### src/rtl/mad_pkg.sv
// shared constants for the moving average anomaly detector
`default_nettype none

package mad_pkg;

    localparam int unsigned WINDOW_DEPTH_DEF = 10;
    localparam int unsigned TEMP_W           = 11;
    localparam int unsigned THR_W            = 11;
    localparam int unsigned MIN_SAMPLES      = 3;

    localparam logic [THR_W-1:0] THR_RESET = 11'd50;

endpackage

`default_nettype wire

### src/rtl/mad_window.sv
// sample window memory with write position and fill count
`default_nettype none

module mad_window #(
    parameter int unsigned WINDOW_DEPTH = mad_pkg::WINDOW_DEPTH_DEF
) (
    input  wire logic                                   i_clk,
    input  wire logic                                   i_rst_n,
    input  wire logic                                   i_valid,
    output logic                                        o_stall,
    input  wire logic signed [mad_pkg::TEMP_W-1:0]      i_sample_temp,
    input  wire logic                                   i_sample_valid,
    input  wire logic                                   i_next_en,
    output logic                                        o_v,
    output logic signed [mad_pkg::TEMP_W-1:0]           o_temp,
    output logic                                        o_svalid,
    output logic                                        o_full,
    output logic [$clog2(WINDOW_DEPTH+1)-1:0]           o_count,
    output logic signed [mad_pkg::TEMP_W-1:0]           o_old
);

    localparam int unsigned WP_W  = $clog2(WINDOW_DEPTH);
    localparam int unsigned CNT_W = $clog2(WINDOW_DEPTH+1);

    logic signed [mad_pkg::TEMP_W-1:0] r_mem [WINDOW_DEPTH];
    logic [WP_W-1:0]                   r_wp;
    logic [WP_W-1:0]                   n_wp;
    logic [CNT_W-1:0]                  r_fill;
    logic [CNT_W-1:0]                  n_fill;
    logic                              r_v;
    logic                              w_accept;
    logic                              w_full;

    assign o_stall  = r_v && !i_next_en;
    assign w_accept = i_valid && !o_stall;
    assign w_full   = (r_fill == CNT_W'(WINDOW_DEPTH));
    assign o_v      = r_v;

    always_comb begin
        n_wp   = r_wp;
        n_fill = r_fill;
        if (w_accept && i_sample_valid) begin
            n_wp = (r_wp == WP_W'(WINDOW_DEPTH-1)) ? '0 : r_wp + 1'b1;
            if (!w_full) begin
                n_fill = r_fill + 1'b1;
            end
        end
    end

    // read-first: the old sample leaves as the new one goes in
    always_ff @(posedge i_clk) begin
        if (w_accept && i_sample_valid) begin
            r_mem[r_wp] <= i_sample_temp;
        end
        if (w_accept) begin
            o_old <= r_mem[r_wp];
        end
    end

    always_ff @(posedge i_clk) begin
        if (w_accept) begin
            o_temp   <= i_sample_temp;
            o_svalid <= i_sample_valid;
            o_full   <= w_full;
            o_count  <= w_full ? r_fill : r_fill + 1'b1;
        end
    end

    always_ff @(posedge i_clk) begin
        if (!i_rst_n) begin
            r_wp   <= '0;
            r_fill <= '0;
            r_v    <= 1'b0;
        end else begin
            r_wp   <= n_wp;
            r_fill <= n_fill;
            if (w_accept) begin
                r_v <= 1'b1;
            end else if (i_next_en) begin
                r_v <= 1'b0;
            end
        end
    end

    a_fill_bound: assert property (@(posedge i_clk) disable iff (!i_rst_n)
        r_fill <= CNT_W'(WINDOW_DEPTH))
        else $error("fill count beyond window depth");

    a_wp_bound: assert property (@(posedge i_clk) disable iff (!i_rst_n)
        r_wp <= WP_W'(WINDOW_DEPTH-1))
        else $error("write position beyond window");

    a_fill_step: assert property (@(posedge i_clk) disable iff (!i_rst_n)
        (w_accept && i_sample_valid && !w_full) |=> (r_fill == $past(r_fill) + 1'b1))
        else $error("fill count missed a sample");

    a_hold: assert property (@(posedge i_clk) disable iff (!i_rst_n)
        (r_v && !i_next_en) |=> (r_v && $stable(o_temp) && $stable(o_svalid)))
        else $error("stage one lost a held item");

endmodule

`default_nettype wire

### src/rtl/mad_accum.sv
// running window sum stage
`default_nettype none

module mad_accum #(
    parameter int unsigned WINDOW_DEPTH = mad_pkg::WINDOW_DEPTH_DEF
) (
    input  wire logic                                   i_clk,
    input  wire logic                                   i_rst_n,
    input  wire logic                                   i_v,
    input  wire logic signed [mad_pkg::TEMP_W-1:0]      i_temp,
    input  wire logic                                   i_svalid,
    input  wire logic                                   i_full,
    input  wire logic [$clog2(WINDOW_DEPTH+1)-1:0]      i_count,
    input  wire logic signed [mad_pkg::TEMP_W-1:0]      i_old,
    output logic                                        o_en,
    input  wire logic                                   i_next_en,
    output logic                                        o_v,
    output logic signed [mad_pkg::TEMP_W-1:0]           o_temp,
    output logic                                        o_svalid,
    output logic [$clog2(WINDOW_DEPTH+1)-1:0]           o_count,
    output logic signed [mad_pkg::TEMP_W+$clog2(WINDOW_DEPTH+1)-1:0] o_sum
);

    localparam int unsigned CNT_W = $clog2(WINDOW_DEPTH+1);
    localparam int unsigned SUM_W = mad_pkg::TEMP_W + CNT_W;
    localparam int unsigned EXT_W = SUM_W - mad_pkg::TEMP_W;

    logic                    r_v;
    logic signed [SUM_W-1:0] r_sum;
    logic signed [SUM_W-1:0] n_sum;
    logic signed [SUM_W-1:0] w_new;
    logic signed [SUM_W-1:0] w_gone;
    logic                    w_take;

    assign o_en   = !r_v || i_next_en;
    assign w_take = i_v && o_en;
    assign o_v    = r_v;

    assign w_new  = {{EXT_W{i_temp[mad_pkg::TEMP_W-1]}}, i_temp};
    assign w_gone = i_full ? {{EXT_W{i_old[mad_pkg::TEMP_W-1]}}, i_old} : '0;

    always_comb begin
        n_sum = r_sum;
        if (w_take && i_svalid) begin
            n_sum = r_sum - w_gone + w_new;
        end
    end

    always_ff @(posedge i_clk) begin
        if (w_take) begin
            o_temp   <= i_temp;
            o_svalid <= i_svalid;
            o_count  <= i_count;
            o_sum    <= n_sum;
        end
    end

    always_ff @(posedge i_clk) begin
        if (!i_rst_n) begin
            r_v   <= 1'b0;
            r_sum <= '0;
        end else begin
            r_sum <= n_sum;
            if (w_take) begin
                r_v <= 1'b1;
            end else if (i_next_en) begin
                r_v <= 1'b0;
            end
        end
    end

endmodule

`default_nettype wire

### src/rtl/mad_detect.sv
// threshold register, scaled products and deviation compare with output register
`default_nettype none

module mad_detect #(
    parameter int unsigned WINDOW_DEPTH = mad_pkg::WINDOW_DEPTH_DEF
) (
    input  wire logic                                   i_clk,
    input  wire logic                                   i_rst_n,
    input  wire logic                                   i_cfg_we,
    input  wire logic [mad_pkg::THR_W-1:0]              i_cfg_wdata,
    input  wire logic                                   i_v,
    input  wire logic signed [mad_pkg::TEMP_W-1:0]      i_temp,
    input  wire logic                                   i_svalid,
    input  wire logic [$clog2(WINDOW_DEPTH+1)-1:0]      i_count,
    input  wire logic signed [mad_pkg::TEMP_W+$clog2(WINDOW_DEPTH+1)-1:0] i_sum,
    output logic                                        o_en,
    output logic                                        o_valid,
    input  wire logic                                   i_stall,
    output logic signed [mad_pkg::TEMP_W-1:0]           o_reported_temp,
    output logic                                        o_anomaly_flag
);

    localparam int unsigned CNT_W = $clog2(WINDOW_DEPTH+1);
    localparam int unsigned SUM_W = mad_pkg::TEMP_W + CNT_W;
    localparam int unsigned DIF_W = SUM_W + 1;
    localparam int unsigned LIM_W = mad_pkg::THR_W + CNT_W;

    logic [mad_pkg::THR_W-1:0]         r_thr;
    logic                              r_v3;
    logic                              r_ov;
    logic signed [DIF_W-1:0]           r_prod;
    logic [LIM_W-1:0]                  r_lim;
    logic signed [SUM_W-1:0]           r_sum;
    logic signed [mad_pkg::TEMP_W-1:0] r_temp;
    logic                              r_svalid;
    logic                              r_chk;
    logic                              w_en_out;
    logic                              w_take;
    logic signed [DIF_W-1:0]           w_prod;
    logic signed [DIF_W-1:0]           w_diff;
    logic [DIF_W-1:0]                  w_abs;
    logic                              w_flag;

    assign w_en_out = !r_ov || !i_stall;
    assign o_en     = !r_v3 || w_en_out;
    assign w_take   = i_v && o_en;
    assign o_valid  = r_ov;

    assign w_prod = DIF_W'(i_temp) * DIF_W'($signed({1'b0, i_count}));

    // |sample*count - sum| against threshold*count, no division needed
    assign w_diff = r_prod - {r_sum[SUM_W-1], r_sum};
    assign w_abs  = w_diff[DIF_W-1] ? DIF_W'(-w_diff) : DIF_W'(w_diff);
    assign w_flag = r_svalid && r_chk && (w_abs > {{(DIF_W-LIM_W){1'b0}}, r_lim});

    always_ff @(posedge i_clk) begin
        if (w_take) begin
            r_prod   <= w_prod;
            r_lim    <= LIM_W'(r_thr) * LIM_W'(i_count);
            r_sum    <= i_sum;
            r_temp   <= i_temp;
            r_svalid <= i_svalid;
            r_chk    <= (i_count >= CNT_W'(mad_pkg::MIN_SAMPLES));
        end
        if (r_v3 && w_en_out) begin
            o_reported_temp <= r_svalid ? r_temp : '0;
            o_anomaly_flag  <= w_flag;
        end
    end

    always_ff @(posedge i_clk) begin
        if (!i_rst_n) begin
            r_thr <= mad_pkg::THR_RESET;
            r_v3  <= 1'b0;
            r_ov  <= 1'b0;
        end else begin
            if (i_cfg_we) begin
                r_thr <= i_cfg_wdata;
            end
            if (w_take) begin
                r_v3 <= 1'b1;
            end else if (w_en_out) begin
                r_v3 <= 1'b0;
            end
            if (r_v3 && w_en_out) begin
                r_ov <= 1'b1;
            end else if (!i_stall) begin
                r_ov <= 1'b0;
            end
        end
    end

endmodule

`default_nettype wire

### src/rtl/moving_average_anomaly_detector_top.sv
// moving average anomaly detector: window memory, running sum, deviation compare
//
//  channel  | handshake         | payload
//  ---------+-------------------+--------------------------------------
//  input    | i_valid / o_stall | i_sample_temp, i_sample_valid
//  output   | o_valid / i_stall | o_reported_temp, o_anomaly_flag
//  config   | i_cfg_we          | i_cfg_wdata (deviation threshold)
//
// one sample per cycle sustained while the output is not stalled
// stages: window memory read-modify-write, running sum, scaled products, compare
// the window memory is read and written at the same slot in one cycle (read-first)
// synchronous active-low reset clears position, fill count and sum, sets threshold to 50
// stalls back up stage by stage; empty stages still take new transfers

`default_nettype none

module moving_average_anomaly_detector_top #(
    parameter int unsigned WINDOW_DEPTH = mad_pkg::WINDOW_DEPTH_DEF
) (
    input  wire logic                               i_clk,
    input  wire logic                               i_rst_n,
    input  wire logic                               i_cfg_we,
    input  wire logic [mad_pkg::THR_W-1:0]          i_cfg_wdata,
    input  wire logic                               i_valid,
    output logic                                    o_stall,
    input  wire logic signed [mad_pkg::TEMP_W-1:0]  i_sample_temp,
    input  wire logic                               i_sample_valid,
    output logic                                    o_valid,
    input  wire logic                               i_stall,
    output logic signed [mad_pkg::TEMP_W-1:0]       o_reported_temp,
    output logic                                    o_anomaly_flag
);

    localparam int unsigned CNT_W = $clog2(WINDOW_DEPTH+1);
    localparam int unsigned SUM_W = mad_pkg::TEMP_W + CNT_W;

    logic                              w_v1;
    logic signed [mad_pkg::TEMP_W-1:0] w_temp1;
    logic                              w_svalid1;
    logic                              w_full1;
    logic [CNT_W-1:0]                  w_count1;
    logic signed [mad_pkg::TEMP_W-1:0] w_old1;
    logic                              w_en2;
    logic                              w_v2;
    logic signed [mad_pkg::TEMP_W-1:0] w_temp2;
    logic                              w_svalid2;
    logic [CNT_W-1:0]                  w_count2;
    logic signed [SUM_W-1:0]           w_sum2;
    logic                              w_en3;

    mad_window #(
        .WINDOW_DEPTH (WINDOW_DEPTH)
    ) u_window (
        .i_clk          (i_clk),
        .i_rst_n        (i_rst_n),
        .i_valid        (i_valid),
        .o_stall        (o_stall),
        .i_sample_temp  (i_sample_temp),
        .i_sample_valid (i_sample_valid),
        .i_next_en      (w_en2),
        .o_v            (w_v1),
        .o_temp         (w_temp1),
        .o_svalid       (w_svalid1),
        .o_full         (w_full1),
        .o_count        (w_count1),
        .o_old          (w_old1)
    );

    mad_accum #(
        .WINDOW_DEPTH (WINDOW_DEPTH)
    ) u_accum (
        .i_clk     (i_clk),
        .i_rst_n   (i_rst_n),
        .i_v       (w_v1),
        .i_temp    (w_temp1),
        .i_svalid  (w_svalid1),
        .i_full    (w_full1),
        .i_count   (w_count1),
        .i_old     (w_old1),
        .o_en      (w_en2),
        .i_next_en (w_en3),
        .o_v       (w_v2),
        .o_temp    (w_temp2),
        .o_svalid  (w_svalid2),
        .o_count   (w_count2),
        .o_sum     (w_sum2)
    );

    mad_detect #(
        .WINDOW_DEPTH (WINDOW_DEPTH)
    ) u_detect (
        .i_clk           (i_clk),
        .i_rst_n         (i_rst_n),
        .i_cfg_we        (i_cfg_we),
        .i_cfg_wdata     (i_cfg_wdata),
        .i_v             (w_v2),
        .i_temp          (w_temp2),
        .i_svalid        (w_svalid2),
        .i_count         (w_count2),
        .i_sum           (w_sum2),
        .o_en            (w_en3),
        .o_valid         (o_valid),
        .i_stall         (i_stall),
        .o_reported_temp (o_reported_temp),
        .o_anomaly_flag  (o_anomaly_flag)
    );

endmodule

`default_nettype wire
### config.mk
export PLATFORM = sky130hd
export DESIGN_NAME = moving_average_anomaly_detector_top
export DESIGN_NICKNAME = d
export VERILOG_FILES = /design/src/rtl/mad_pkg.sv /design/src/rtl/mad_window.sv /design/src/rtl/mad_accum.sv /design/src/rtl/mad_detect.sv /design/src/rtl/moving_average_anomaly_detector_top.sv
export SDC_FILE = /design/constraint.sdc
export NUM_CORES = 1
export LEC_CHECK = 0
export ABC_CLOCK_PERIOD_IN_PS = 6900
export BUFFER_PORTS_ARGS = -buffer_cell sky130_fd_sc_hd__buf_2
export CAP_MARGIN = 20
export CELL_PAD_IN_SITES_DETAIL_PLACEMENT = 1
export CELL_PAD_IN_SITES_GLOBAL_PLACEMENT = 1
export CORE_MARGIN = 2
export CORE_UTILIZATION = 56
export DETAILED_ROUTE_END_ITERATION = 8
export PLACE_DENSITY_LB_ADDON = 0.12
export SLEW_MARGIN = 25
export SYNTH_ARGS = -nofsm -noshare
export SYNTH_HDL_FRONTEND = slang
export SYNTH_SLANG_ARGS = --single-unit
### constraint.sdc
create_clock -name i_clk -period 6.9 [get_ports i_clk]
set_input_delay 0.345 -clock i_clk [delete_from_list [all_inputs] [get_ports i_clk]]
set_output_delay 0.345 -clock i_clk [all_outputs]
set_load 0.05 [all_outputs]
==> summary.md, run 1 <==
The flow ran to the end, and the final reports show no timing, DRC or antenna violations. Before antenna repair, the detailed router went through 5 iterations. For the number of nets in the layout, the log shows 1462. During synthesis, Yosys emitted a total of 0 warnings. The power density over the cells is 253.1 nW/um2, and the area of the mapped netlist is 15210 um2.

Number of enable flip-flop cells after synthesis: 240. Data on the critical path arrives at its endpoint at 4.97 ns. The max-slew headroom at the worst pin came out at 0.4576.

In this run, distinct cell masters in the synthesized netlist total 59. The clock slew at the register clock pins of the worst setup and hold paths is 0.06 ns. The origin of the critical flop-to-flop path is u_accum.o_count[2]. Buffers inserted to repair hold after CTS numbered 5. The source of the worst hold timing path is i_cfg_wdata[9]. Sorting the synthesized cells by area gives the leading types as sky130_fd_sc_hd__edfxtp_1 47%, sky130_fd_sc_hd__ha_1 8.1%, sky130_fd_sc_hd__fa_1 7.4%, sky130_fd_sc_hd__dfxtp_1 5.0%, sky130_fd_sc_hd__inv_1 4.1%. The die is 168.8 um tall.

For the number of DRC markers in iteration 0, the log shows 370. The floorplan die width was 168.8 um; the post-detailed-route DRC marker count was 0. The number of cells produced by synthesis is 1223.

From synthesis to final layout, the design area changed by 10.79%. STA puts the critical path data required time at 7.18 ns. In the routed layout, each cell is associated on average with a via count of 5.491. The critical path goes through and2_1 > ha_1 > inv_1 > fa_1 > fa_1 > inv_1 > ha_1 > a21o_1 > a21oi_1 > o21bai_1 > a21oi_1 > nor2b_1 > o2111ai_1 > nand3_1 > o41ai_1 > xnor2_1.

The post-synthesis area per instance is 12.43 um2, and the maximum fanout encountered on the critical timing path is 23. In this run the core area contains 60 standard-cell rows. The initial core utilization was 0.5674.

Static timing analysis puts the maximum clock frequency at 0.2131 GHz. Setup repair after global routing left no endpoint under its margin. The share of the yosys chip area belonging to registers was 0.5240; the wire length per cell after detailed routing was 18.74 um. The share of cells above drive strength 1 works out to 0.1121. TritonCTS created 28 clock buffers. The global routing usage summed across all routing layers was 0.2267; the source-to-sink clock delay at the later pin of the worst-skew pair was 0.57 ns.

The logs give 23000 um for the total half-perimeter wirelength after legalization and detailed placement and 30790 um for the wire length reported by the detailed router. Across the run, the number of max-cap violations was 0. In the final timing run, aggregate negative setup slack is 0 ns.

Leading register cell type out of synthesis: sky130_fd_sc_hd__edfxtp_1. The tightest min-delay check is of the in2reg type. Counting every net in the synthesized netlist gives 1405.

The worst path needs 4.694 ns of the cycle, external delays included. Summing all multi-input logic gate instances after layout gives 6520 um2. The area fraction of the dominant cell type after synthesis is 0.4740, and the finished layout cell area is 16850 um2. The placeable core region was 26800 um2; the total of cells resized after clock tree synthesis was 0. The run gives 2.206 ns as the final setup slack of the worst path.

Number of antenna violations at the first check in global routing: 1. The post-CTS setup buffer count came out at 0. The max-slew violation count was 0. The type of the worst setup path was reg2reg. The total of endpoints with negative setup slack in the final report came out at 0. The proportion of register bits with asynchronous set or reset after synthesis came out at 0. The worst-case IR drop observed on VDD is 0.2789 mV. The run gives 0 as the final-report hold violation count.

Global routing finished with a remaining overflow of 0. For the pin with the worst max-slew slack, the measured transition is 0.8124 ns. Share of the clock period used by the worst path after layout: 0.6802.

Entering global routing, the biggest net connects 60 pins. The H-tree depth is 1. During I/O placement, the number of pins put on the boundary was 42. TritonCTS built the clock tree.

The floorplan die area came out at 28490 um2. After detailed placement, the total cell area comes to 15860 um2. Counting every sink on the clock net gives 278.

Summed over all cells, the static leakage comes to 6.809 nW. CTS placed an instance of sky130_fd_sc_hd__clkbuf_16 at the clock tree root. Across the whole layout, storage elements account for 7969 um2. The detail route stage leaves a number of antenna-violating nets equal to 0. The global placer's final weighted congestion was 0.7742; the post-route clock skew was 0.04752 ns.

The number of inserted filler cells in the final layout came out at 2648. The worst setup path is launched from a register. The delay of the slowest cell on the worst path is 0.69 ns. The number of antenna diodes in the final layout is 0. The first global-routing pass estimated 51030 um of wire.

In this run, synthesis produced a sequential element count of 278. The via count of the first global-routing pass came out at 9793. OpenSTA, run right after detailed placement, puts the worst setup slack at 2.328 ns. Quantity of I/O buffers inserted on ports: 41. Detailed routing inserted a total of 9021 vias. The largest individual stage delay along the critical path comes from the cell sky130_fd_sc_hd__edfxtp_1. sky130_fd_sc_hd__edfxtp_1 takes more of the synthesized area than any other cell.

The most critical setup path has its startpoint at u_accum.o_count[2]. The share of the core filled with cells in the final layout is 0.6286. The worst setup path is captured at a register. Counting along the longest clock path gives a buffer depth of 3.
## cell usage in the layout (no fill, tap or decap), drive strengths merged, types with 4 or more instances in the layout
cell type    instances
o21bai               5
nor3                25
or3                  4
ha                  98
o2111ai              4
nand2               83
nor4                 5
clkbuf              33
clkinvlp             4
inv                167
nor2                36
xnor2               55
nor2b               25
dlygate4sd3          5
o21ai               24
nand3               19
a21oi               43
mux2                 5
and3                 7
a21o                 8
nand2b               6
mux2i               25
a211oi              14
mux4                22
nand4                4
edfxtp             240
buf                 56
xor2                18
o21a                17
dfxtp               38
and2               100
fa                  56
o41ai                5
clkinv              12
## flip-flops by register name, indices dropped and copies added (netlist names), 15 cells and up
signal / count
u_detect.r_lim: 15
u_accum.o_sum: 15
u_window.r_mem: 110
u_detect.r_sum: 15
u_accum.r_sum: 15
u_detect.r_prod: 16
## synthesized netlist by cell type (3+ instances only)
| cell type | n |
|---|---|
| sky130_fd_sc_hd__edfxtp_1 | 240 |
| sky130_fd_sc_hd__inv_1 | 167 |
| sky130_fd_sc_hd__and2_1 | 99 |
| sky130_fd_sc_hd__ha_1 | 98 |
| sky130_fd_sc_hd__nand2_1 | 83 |
| sky130_fd_sc_hd__fa_1 | 56 |
| sky130_fd_sc_hd__xnor2_1 | 54 |
| sky130_fd_sc_hd__a21oi_1 | 43 |
| sky130_fd_sc_hd__dfxtp_1 | 38 |
| sky130_fd_sc_hd__nor2_1 | 36 |
| sky130_fd_sc_hd__clkbuf_1 | 29 |
| sky130_fd_sc_hd__mux2i_1 | 25 |
| sky130_fd_sc_hd__nor2b_1 | 25 |
| sky130_fd_sc_hd__nor3_1 | 23 |
| sky130_fd_sc_hd__o21ai_0 | 23 |
| sky130_fd_sc_hd__mux4_2 | 22 |
| sky130_fd_sc_hd__nand3_1 | 18 |
| sky130_fd_sc_hd__xor2_1 | 18 |
| sky130_fd_sc_hd__o21a_1 | 17 |
| sky130_fd_sc_hd__a211oi_1 | 14 |
| sky130_fd_sc_hd__a21o_1 | 8 |
| sky130_fd_sc_hd__and3_1 | 7 |
| sky130_fd_sc_hd__nand2b_1 | 6 |
| sky130_fd_sc_hd__mux2_2 | 5 |
| sky130_fd_sc_hd__nor4_1 | 5 |
| sky130_fd_sc_hd__o21bai_1 | 5 |
| sky130_fd_sc_hd__nand4_1 | 4 |
| sky130_fd_sc_hd__o2111ai_1 | 4 |
| sky130_fd_sc_hd__or3_1 | 4 |
| sky130_fd_sc_hd__a2111oi_0 | 3 |
| sky130_fd_sc_hd__a211o_1 | 3 |
| sky130_fd_sc_hd__a21boi_0 | 3 |
| sky130_fd_sc_hd__o31ai_1 | 3 |
| sky130_fd_sc_hd__o41ai_1 | 3 |
## where the power goes
| group | internal, W | switching (W) | leakage [nW] |
|---|---|---|---|
| clock network | 0.000874 | 0.000640 | 0.443 |
| registers | 0.00191 | 0.0000381 | 2.53 |
| logic | 0.000349 | 0.000455 | 3.84 |
| total | 0.00313 | 0.00113 | 6.81 |
## worst paths after layout
check,to,slack [ns],depth (start not counted)
worst min-delay path,u_detect.r_thr[9],0.06,3
worst min register to register,u_detect.r_sum[9],0.42,0
worst max register to register,u_detect.r_prod[14],2.21,16
worst max-delay path,u_detect.r_prod[14],2.21,16
## metal layers
metal  vias to the layer above  GRT usage  routed length (um)
met5                         -          0                   0
met4                         0    0.05510                 697
met3                        52    0.02782                 788
met2                       109     0.4228               16440
met1                      4522     0.2805               12860
li1                       4338          -                   -
## worst max-delay path, delay by kind of cell (launching register included)
family	cells	cell delay (ns)
XOR/XNOR	1	0.10
AO/OA/AOI/OAI	6	1.31
buffers and inverters	2	0.10
adder cells (fa/ha/maj)	4	1.68
AND/OR/NAND/NOR	3	0.51
flip-flops	1	0.69
## logic make-up after synthesis
group,after synthesis,share of synthesized area
adders and majority gates,154,0.1544
muxes,52,0.05274
DFF,278,0.5240
buffers and inverters,201,0.05028
AOI/OAI and AO/OA,146,0.06509
and+or+nand+nor,319,0.1110
xor gates and xnor gates,73,0.04254
## per-stage QoR
step,std cells,power [W],hold slack [ns]
2_1_floorplan,1223,0.002577,0.4003
3_3_place_gp,1586,0.002739,0.4005
3_5_place_dp,1586,0.002781,0.4057
4_1_cts,1643,0.004309,0.02823
5_1_grt,1643,0.004465,0.04779
6_report,1643,0.004263,0.05718
## cell type report
type                       count  share of cell area
clock inverter                19             0.01225
multi-input combinational    744              0.3870
inverter                     167             0.03721
timing repair buffer          61             0.02184
clock buffer                  33             0.04330
tap                          341             0.02533
sequential                   278              0.4730
Note: power is estimated with default switching activity, not from simulation.
==> inputs of run 2 (changes only) <==
--- a/config.mk
+++ b/config.mk
@@ -5,13 +5,13 @@
 export SDC_FILE = /design/constraint.sdc
 export NUM_CORES = 1
 export LEC_CHECK = 0
-export ABC_CLOCK_PERIOD_IN_PS = 6900
+export ABC_CLOCK_PERIOD_IN_PS = 4350
 export BUFFER_PORTS_ARGS = -buffer_cell sky130_fd_sc_hd__buf_2
 export CAP_MARGIN = 20
 export CELL_PAD_IN_SITES_DETAIL_PLACEMENT = 1
 export CELL_PAD_IN_SITES_GLOBAL_PLACEMENT = 1
 export CORE_MARGIN = 2
-export CORE_UTILIZATION = 56
+export CORE_UTILIZATION = 52
 export DETAILED_ROUTE_END_ITERATION = 8
 export PLACE_DENSITY_LB_ADDON = 0.12
 export SLEW_MARGIN = 25
==> constraint.sdc (replaced) <==
create_clock -name i_clk -period 4.35 [get_ports i_clk]
set_input_delay 0.2175 -clock i_clk [delete_from_list [all_inputs] [get_ports i_clk]]
set_output_delay 0.2175 -clock i_clk [all_outputs]
set_load 0.05 [all_outputs]
==> summary.md, run 2 (synthesized netlist as in run 1, its figures left out) <==
The maximum fanout encountered on the critical timing path was 8; the floorplan die area was 30630 um2. The worst setup path is captured at a register. The endpoint of the most critical register-to-register path was u_detect.r_prod[15].

For the combinational share of power, the log shows 0.187. The share of cells above drive strength 1 works out to 0.1230. The static leakage is 7.013 nW, and the accumulated negative setup slack is 0 ns. The delay of the slowest cell on the worst path came out at 0.53 ns.

In this run the vertical extent of the chip is 175 um. The flow ran to the end, and the final reports show no timing, DRC or antenna violations. The internal portion of the total power is 0.005114 W. The register with the most flip-flops in the layout has 110 of them.

The register with the most flip-flops is u_window.r_mem. The post-detailed-route DRC marker count was 0. The number of antenna violations at the first check in global routing is 0, and the wire length of the first global-routing pass is 53540 um. For the final-report hold violation count, the log shows 0.

Port buffering added 41 buffers. In the final layout, the registers with the most flip-flops are u_window.r_mem (110), u_detect.r_prod (16). Summed over all nets, the switching power comes to 0.001838 W. The final route contains 9204 vias. The worst-case reg-to-reg path depth works out to 15.

The floorplan step set the die width to 175 um. The via count of the first global-routing pass came out at 10180. Leaving out fill and tap cells, the most frequent cells in the layout are 240 x sky130_fd_sc_hd__edfxtp_1, 166 x sky130_fd_sc_hd__inv_1, 99 x sky130_fd_sc_hd__and2_1. For hold timing, the worst endpoint is u_detect.r_thr[1]. The worst-path cell with the longest stage delay was sky130_fd_sc_hd__fa_1. The run gives 0.2208 as the global routing usage summed across all routing layers.

The H-tree depth was 1; the finished layout cell area was 17330 um2. The origin of the critical flop-to-flop path is u_accum.o_count[2]. The initial core utilization is 0.5283, and the post-route clock skew is 0.04934 ns.

The commonest non-fill, non-tap cell in the layout was sky130_fd_sc_hd__edfxtp_1. The final global-route overflow total was 0; the depth of the worst hold-timing path was 3. The logs give 0.2439 ns for the final setup slack of the worst path and 0.444 for the portion of total power attributed to sequential cells.

After clock tree synthesis, the clock-pin slew on the worst setup and hold paths is 0.06 ns. OpenSTA, run right after detailed placement, puts the worst setup slack at 0.07465 ns. At the worst endpoint, the arrival time is 4.41 ns. For this design, the sink count on the clock tree is 278.

The floorplan has 62 rows. Setup violations remaining at the end of the flow were counted as 0. For the worst-skew pair, the clock arrives at the later sink with an insertion delay of 0.59 ns. Worst supply voltage drop on vdd: 0.3656 mV.

Type of the worst setup path: reg2reg. Timing would allow up to 0.2435 GHz. The logs give 3 for the maximum buffer depth of the clock tree and 0 for the max-slew violation count.

Setup repair after global routing could not meet its margin everywhere. The area taken by flip-flops and latches came out at 7969 um2. TritonCTS built the clock tree.

The total of max-cap violations came out at 0. Broken down by cell family, the worst path's largest delay share belongs to adder cells. At the worst endpoint, the required time is 4.65 ns. The clock power share was 0.369.

In this run the worst hold path is classified as in2reg. At the end of routability-driven placement, the weighted congestion stood at 0.7977. The number of DRC markers in iteration 0 is 356. The fraction of power spent switching nets came out at 0.2643. The area added between synthesis and finish was 13.98%; the placed instance area was 16010 um2. For this run, the post-layout net count is 1499. Power spread over the standard cell area amounts to 401.1 nW/um2.

The measured slew at the worst slew-check pin was 0.8748 ns; the count of pins on the block boundary was 42. For this block, the routed nets add up to 31880 um of wire. After detailed routing, the average wire length per cell comes to 18.48 um. STA classifies the critical path startpoint as a register. 0 antenna diodes ended up in the layout. Max-slew headroom at the worst pin: 0.4124. Entering global routing, the biggest net connects 43 pins. The post-layout minimum cycle time works out to 4.106 ns. The number of optimization iterations in the first detailed-route pass is 4, and the placeable core region is 28780 um2. Setup slack on the worst reg-to-reg path comes out at 0.24 ns. The share of the clock period used by the worst path after layout is 0.9439, and the remaining number of nets flagged by the antenna check after routing is 0.

Counting the fill cells in the layout gives 2835. The HPWL after detailed placement is 23500 um. In this run, CTS created clock tree buffers numbering 30. The critical path buffer and inverter count works out to 3. In the final layout, the multi-input gates occupy 6561 um2. The signal on the critical path passes through buf_4 > and2_1 > ha_1 > inv_1 > fa_1 > inv_1 > fa_1 > ha_1 > nor2b_1 > o21ai_0 > a21oi_1 > a211o_1 > a31o_2 > a21oi_1 > xnor2_1. Root cell of the clock tree: sky130_fd_sc_hd__clkbuf_16.

Using the TritonRoute via totals, the vias-per-cell ratio works out to 5.336. Source of the worst hold timing path: i_cfg_we.
run 2: cell types whose count changed in the layout (fill, tap and decap cells not counted), moves of 2 or more:
| cell | previous run | this run |
|---|---|---|
| sky130_fd_sc_hd__clkinv_2 | 4 | 2 |
| sky130_fd_sc_hd__nor4_4 | 0 | 2 |
| sky130_fd_sc_hd__buf_4 | 15 | 29 |
| sky130_fd_sc_hd__clkbuf_1 | 4 | 6 |
| sky130_fd_sc_hd__clkbuf_16 | 28 | 30 |
| sky130_fd_sc_hd__clkinvlp_4 | 4 | 1 |
| sky130_fd_sc_hd__a21oi_1 | 43 | 40 |
| sky130_fd_sc_hd__nor4_2 | 4 | 2 |
| sky130_fd_sc_hd__a21oi_2 | 0 | 3 |
| sky130_fd_sc_hd__clkinv_1 | 5 | 9 |
| sky130_fd_sc_hd__dlygate4sd3_1 | 5 | 25 |
run 2: how the worst max path moves through the flow:
stage | startpoint | to | slack (ns) | depth (start not counted)
global route | u_detect.r_prod[1] | u_detect.o_anomaly_flag | -0.07 | 20
global placement | u_detect.r_sum[1] | u_detect.o_anomaly_flag | 0.14 | 21
CTS | u_detect.r_sum[1] | u_detect.o_anomaly_flag | 0.04 | 21
floorplan | u_detect.r_prod[1] | u_detect.o_anomaly_flag | 0.27 | 20
detailed placement | u_accum.o_temp[1] | u_detect.r_prod[14] | 0.07 | 16
finish | u_accum.o_count[2] | u_detect.r_prod[15] | 0.24 | 15
run 2: power by group through the flow:
| stage | combinational [W] | sequential [W] | clock (W) |
|---|---|---|---|
| final | 0.00130 | 0.00309 | 0.00257 |
| after detailed placement | 0.00126 | 0.00315 | 0 |
| after global routing | 0.00148 | 0.00310 | 0.00273 |
| after floorplan | 0.000971 | 0.00312 | 0 |
| after global placement | 0.00121 | 0.00314 | 0 |
| after CTS | 0.00130 | 0.00309 | 0.00262 |
run 2: final cells by class:
type / instances / area share
multi-input combinational: 744 / 0.3786
clock buffer: 36 / 0.04461
clock inverter: 20 / 0.01314
tap: 384 / 0.02772
sequential: 278 / 0.4598
timing repair buffer: 96 / 0.03999
inverter: 167 / 0.03617
run 2: per-stage QoR:
stage	util	power [W]	hold slack [ns]	std cells
5_1_grt	0.6022	0.007301	0.1137	1725
4_1_cts	0.6001	0.007008	0.06362	1721
6_report	0.6022	0.006952	0.1030	1725
3_5_place_dp	0.5563	0.004410	0.4052	1640
3_3_place_gp	0.5563	0.004351	0.4023	1640
2_1_floorplan	-	0.004088	0.3164	1223
run 2: metal layers:
metal | routed length, um | part of all wire | vias up | global-route usage
met1 | 13100 | 0.41 | 4590 | 0.2650
met2 | 17080 | 0.54 | 124 | 0.4181
li1 | - | - | 4433 | -
met3 | 885 | 0.028 | 57 | 0.02742
met4 | 817 | 0.026 | 0 | 0.05590
met5 | 0 | 0 | - | 0
run 2: tightest hold or removal path: stages:
cell	delay (ns)
sky130_fd_sc_hd__buf_2	0.21
sky130_fd_sc_hd__mux2i_1	0.16
sky130_fd_sc_hd__nand2_1	0.06
run 2: repair_timing:
item | CTS | global route
gates cloned | 0 | 0
setup buffers | 0 | 4
hold endpoints to repair | 135 | 0
setup endpoints to repair | 1 | 5
pin swaps | 0 | 4
resized for setup | 1 | 6
hold buffers | 25 | 0
==> inputs of run 3 (changes only) <==
--- a/config.mk
+++ b/config.mk
@@ -13,7 +13,9 @@
 export CORE_MARGIN = 2
 export CORE_UTILIZATION = 52
 export DETAILED_ROUTE_END_ITERATION = 8
+export GPL_TIMING_DRIVEN = 0
 export PLACE_DENSITY_LB_ADDON = 0.12
+export SETUP_SLACK_MARGIN = 0.02
 export SLEW_MARGIN = 25
 export SYNTH_ARGS = -nofsm -noshare
 export SYNTH_HDL_FRONTEND = slang
==> summary.md, run 3 (synthesized netlist as in run 1, its figures left out) <==
The flow ran to the end, but the final reports show violations. The final reports fail on negative setup slack. Sink count of the clock tree: 278. The worst register-to-register path has a setup slack of -0.008 ns. In this run the worst hold path is classified as in2reg. The total of endpoints with negative setup slack in the final report is 1.

Summed over all nets, the half-perimeter wirelength after detailed placement is 25360 um. Adding up every negative setup slack in the final design gives -0.007820 ns. Quantity of I/O buffers inserted on ports: 41. The most critical setup path has its startpoint at u_detect.r_sum[1].

For the worst-skew pair, the clock arrives at the later sink with an insertion delay of 0.55 ns. 0 antenna diodes ended up in the layout. The worst register-to-register path ends at u_detect.o_anomaly_flag. Share of the clock period used by the worst path after layout: 1.002.

The height of the die is 175 um. Across the VDD grid, the largest voltage drop is 0.3919 mV. The power density over the cells works out to 393.4 nW/um2. Initial core utilization: 0.5283. The static leakage was 7.046 nW; the highest attainable clock frequency was 0.2295 GHz. For the final-report hold violation count, the log shows 0. The wire length reported by the detailed router was 34400 um.

The root buffer cell chosen for the clock tree is sky130_fd_sc_hd__clkbuf_16. The run gives 42 as the count of pins on the block boundary. For the via count of the first global-routing pass, the log shows 10420. Counting the buffers created by CTS gives 30. The global placer's final weighted congestion was 0.7581.

The tools report the number of optimization iterations in the first detailed-route pass as 7. The global routing usage summed across all routing layers is 0.2343. The number of antenna violations at the first check in global routing is 0. The tightest hold path in the finished design has a slack of 0.02135 ns. Across the routed clock network, the largest skew measured is 0.01270 ns. For the pin with the worst max-slew slack, the measured transition is 0.7636 ns. For the final global-route overflow total, the log shows 0.

STA puts the critical path data required time at 4.65 ns. u_window.r_mem holds more flip-flops than any other register. The type of the worst setup path is reg2reg. Portion of total power attributed to sequential cells: 0.448. The area growth from synthesis to layout is 14.83%.

The startpoint identified for the worst hold timing path is i_sample_temp[2]. The run gives 9374 as the via total after detailed routing. The number of cells on the worst reg-to-reg path is 21. The largest registers in the layout are u_window.r_mem (110), u_detect.r_prod (16). Summed over all nets, the switching power comes to 0.001818 W. For the final setup slack of the worst path, the log shows -0.007820 ns. The first global-routing pass estimated 56070 um of wire. The logs give 0 for the post-detailed-route DRC marker count and 1664 for the total placed cells including tap cells. The library cells used most frequently in the layout, excluding fill and tap cells, are 240 x sky130_fd_sc_hd__edfxtp_1, 166 x sky130_fd_sc_hd__inv_1, 98 x sky130_fd_sc_hd__and2_1.

Leaving out fill and tap cells, the most frequent cell in the layout is sky130_fd_sc_hd__edfxtp_1. After the first detailed-routing iteration, the DRC count stood at 361. The placeable core region came out at 28780 um2. The worst setup path is captured at a register. For the H-tree depth, the log shows 1. Max-cap violations in this run came to 0. In the routed layout, each cell is associated on average with a via count of 5.363. Entering global routing, the biggest net connects 30 pins. The max-slew headroom at the worst pin was 0.4909; the arrival time at the worst endpoint was 4.66 ns. The floorplan step set the die width to 175 um. The remaining number of nets flagged by the antenna check after routing is 0, and the number of inserted filler cells in the final layout is 2856. The maximum fanout encountered on the critical timing path works out to 7. Internal power comes to 0.005051 W. The register with the most flip-flops in the layout has 110 of them.

Setup repair after global routing could not meet its margin everywhere. The floorplan step defined a die boundary enclosing 30630 um2. STA classifies the critical path startpoint as a register. The maximum buffer depth of the clock tree is 3. TritonCTS built the clock tree. Fraction of power spent switching nets: 0.2647. The clock slew at the register clock pins of the worst setup and hold paths is 0.06 ns, and the pre-CTS setup slack is -0.3951 ns. The routed design could run at a clock period as short as 4.358 ns.

The number of nets in the layout was 1523; the wire length per cell after detailed routing was 19.68 um. The combinational share of power was 0.196; the clock power share was 0.356. The tools report the number of rows in the core area as 62.

Leaving out filler cells and counting taps, the final layout contains 1748. The origin of the critical flop-to-flop path was u_detect.r_sum[1]. In this run the worst setup path terminates at u_detect.o_anomaly_flag.

The max-slew violation count is 0, and the share of cells above drive strength 1 is 0.1371.
==> run 3: cell count changes in the layout (fill, tap and decap cells not counted), sizes merged <==
cell / change
clkinvlp: +1
buf: +5
dlygate4sd3: -6
bufinv: -2
clkinv: -3
clkbuf: +28
==> run 3: area by class of cell <==
cell class | count | area (um2) | share of cell area
sequential | 278 | 7968 | 0.4563
tap | 384 | 480.5 | 0.02752
buffer | 32 | 150.1 | 0.008599
clock buffer | 39 | 815.8 | 0.04672
multi-input combinational | 744 | 6619 | 0.3791
timing repair buffer | 88 | 669.4 | 0.03834
inverter | 167 | 626.9 | 0.03590
clock inverter | 16 | 131.4 | 0.007524
==> run 3: timing repair <==
item	in CTS	in global routing
endpoints found under the hold margin	44	0
hold buffers	19	0
setup endpoints to repair	6	8
pin swaps	3	7
gates resized for setup	14	21
buffers inserted	7	5
==> run 3: power groups by stage <==
stage | Clock (W) | Combinational (W) | Sequential, W
floorplan | 0 | 0.000971 | 0.00312
global placement | 0 | 0.00122 | 0.00313
detailed placement | 0 | 0.00129 | 0.00314
CTS | 0.00249 | 0.00134 | 0.00308
global route | 0.00259 | 0.00152 | 0.00309
finish | 0.00244 | 0.00135 | 0.00308
==> run 3: through the flow <==
stage	power, W	utilization	instance area [um2]
detailed placement	0.004427	0.5610	16140
CTS	0.006909	0.6033	17360
floorplan	0.004088	-	15210
global placement	0.004350	0.5522	15890
finish	0.006869	0.6067	17460
global route	0.007201	0.6067	17460
==> run 3: metal layers <==
layer / up-vias / global-route usage / part of all wire
met2: 140 / 0.4547 / 0.55
met4: 0 / 0.06701 / 0.027
met3: 67 / 0.02916 / 0.025
met1: 4690 / 0.2685 / 0.40
met5: - / 0 / 0
li1: 4477 / - / -
==> run 3: critical path, cell delays in order, from the launching register on <==
cell and delay (ns):
sky130_fd_sc_hd__edfxtp_1 0.42, sky130_fd_sc_hd__inv_2 0.09, sky130_fd_sc_hd__ha_1 0.22, sky130_fd_sc_hd__nor2b_1 0.14, sky130_fd_sc_hd__o2111a_2 0.29, sky130_fd_sc_hd__nor4b_4 0.28, sky130_fd_sc_hd__nor3_2 0.09, sky130_fd_sc_hd__o41ai_2 0.32
sky130_fd_sc_hd__mux2i_2 0.33, sky130_fd_sc_hd__and2_4 0.19, sky130_fd_sc_hd__buf_6 0.12, sky130_fd_sc_hd__nor2_1 0.05, sky130_fd_sc_hd__xnor2_1 0.13, sky130_fd_sc_hd__ha_1 0.32, sky130_fd_sc_hd__o21a_1 0.11, sky130_fd_sc_hd__o21a_1 0.16
sky130_fd_sc_hd__o21a_1 0.17, sky130_fd_sc_hd__o21a_1 0.17, sky130_fd_sc_hd__o211ai_1 0.17, sky130_fd_sc_hd__a21oi_1 0.09, sky130_fd_sc_hd__o21ai_1 0.15, sky130_fd_sc_hd__o31ai_1 0.09
==> run 3: worst min-delay path by stage <==
stage | to | slack [ns] | cells past startpoint
final | u_window.r_mem[8][2] | 0.02 | 1
after global routing | u_window.r_mem[8][2] | 0.02 | 1
after CTS | u_window.r_mem[8][2] | 0.006 | 1
after detailed placement | u_detect.r_sum[2] | 0.41 | 0
after global placement | u_detect.r_sum[6] | 0.40 | 0
after floorplan | u_window.o_svalid | 0.32 | 0
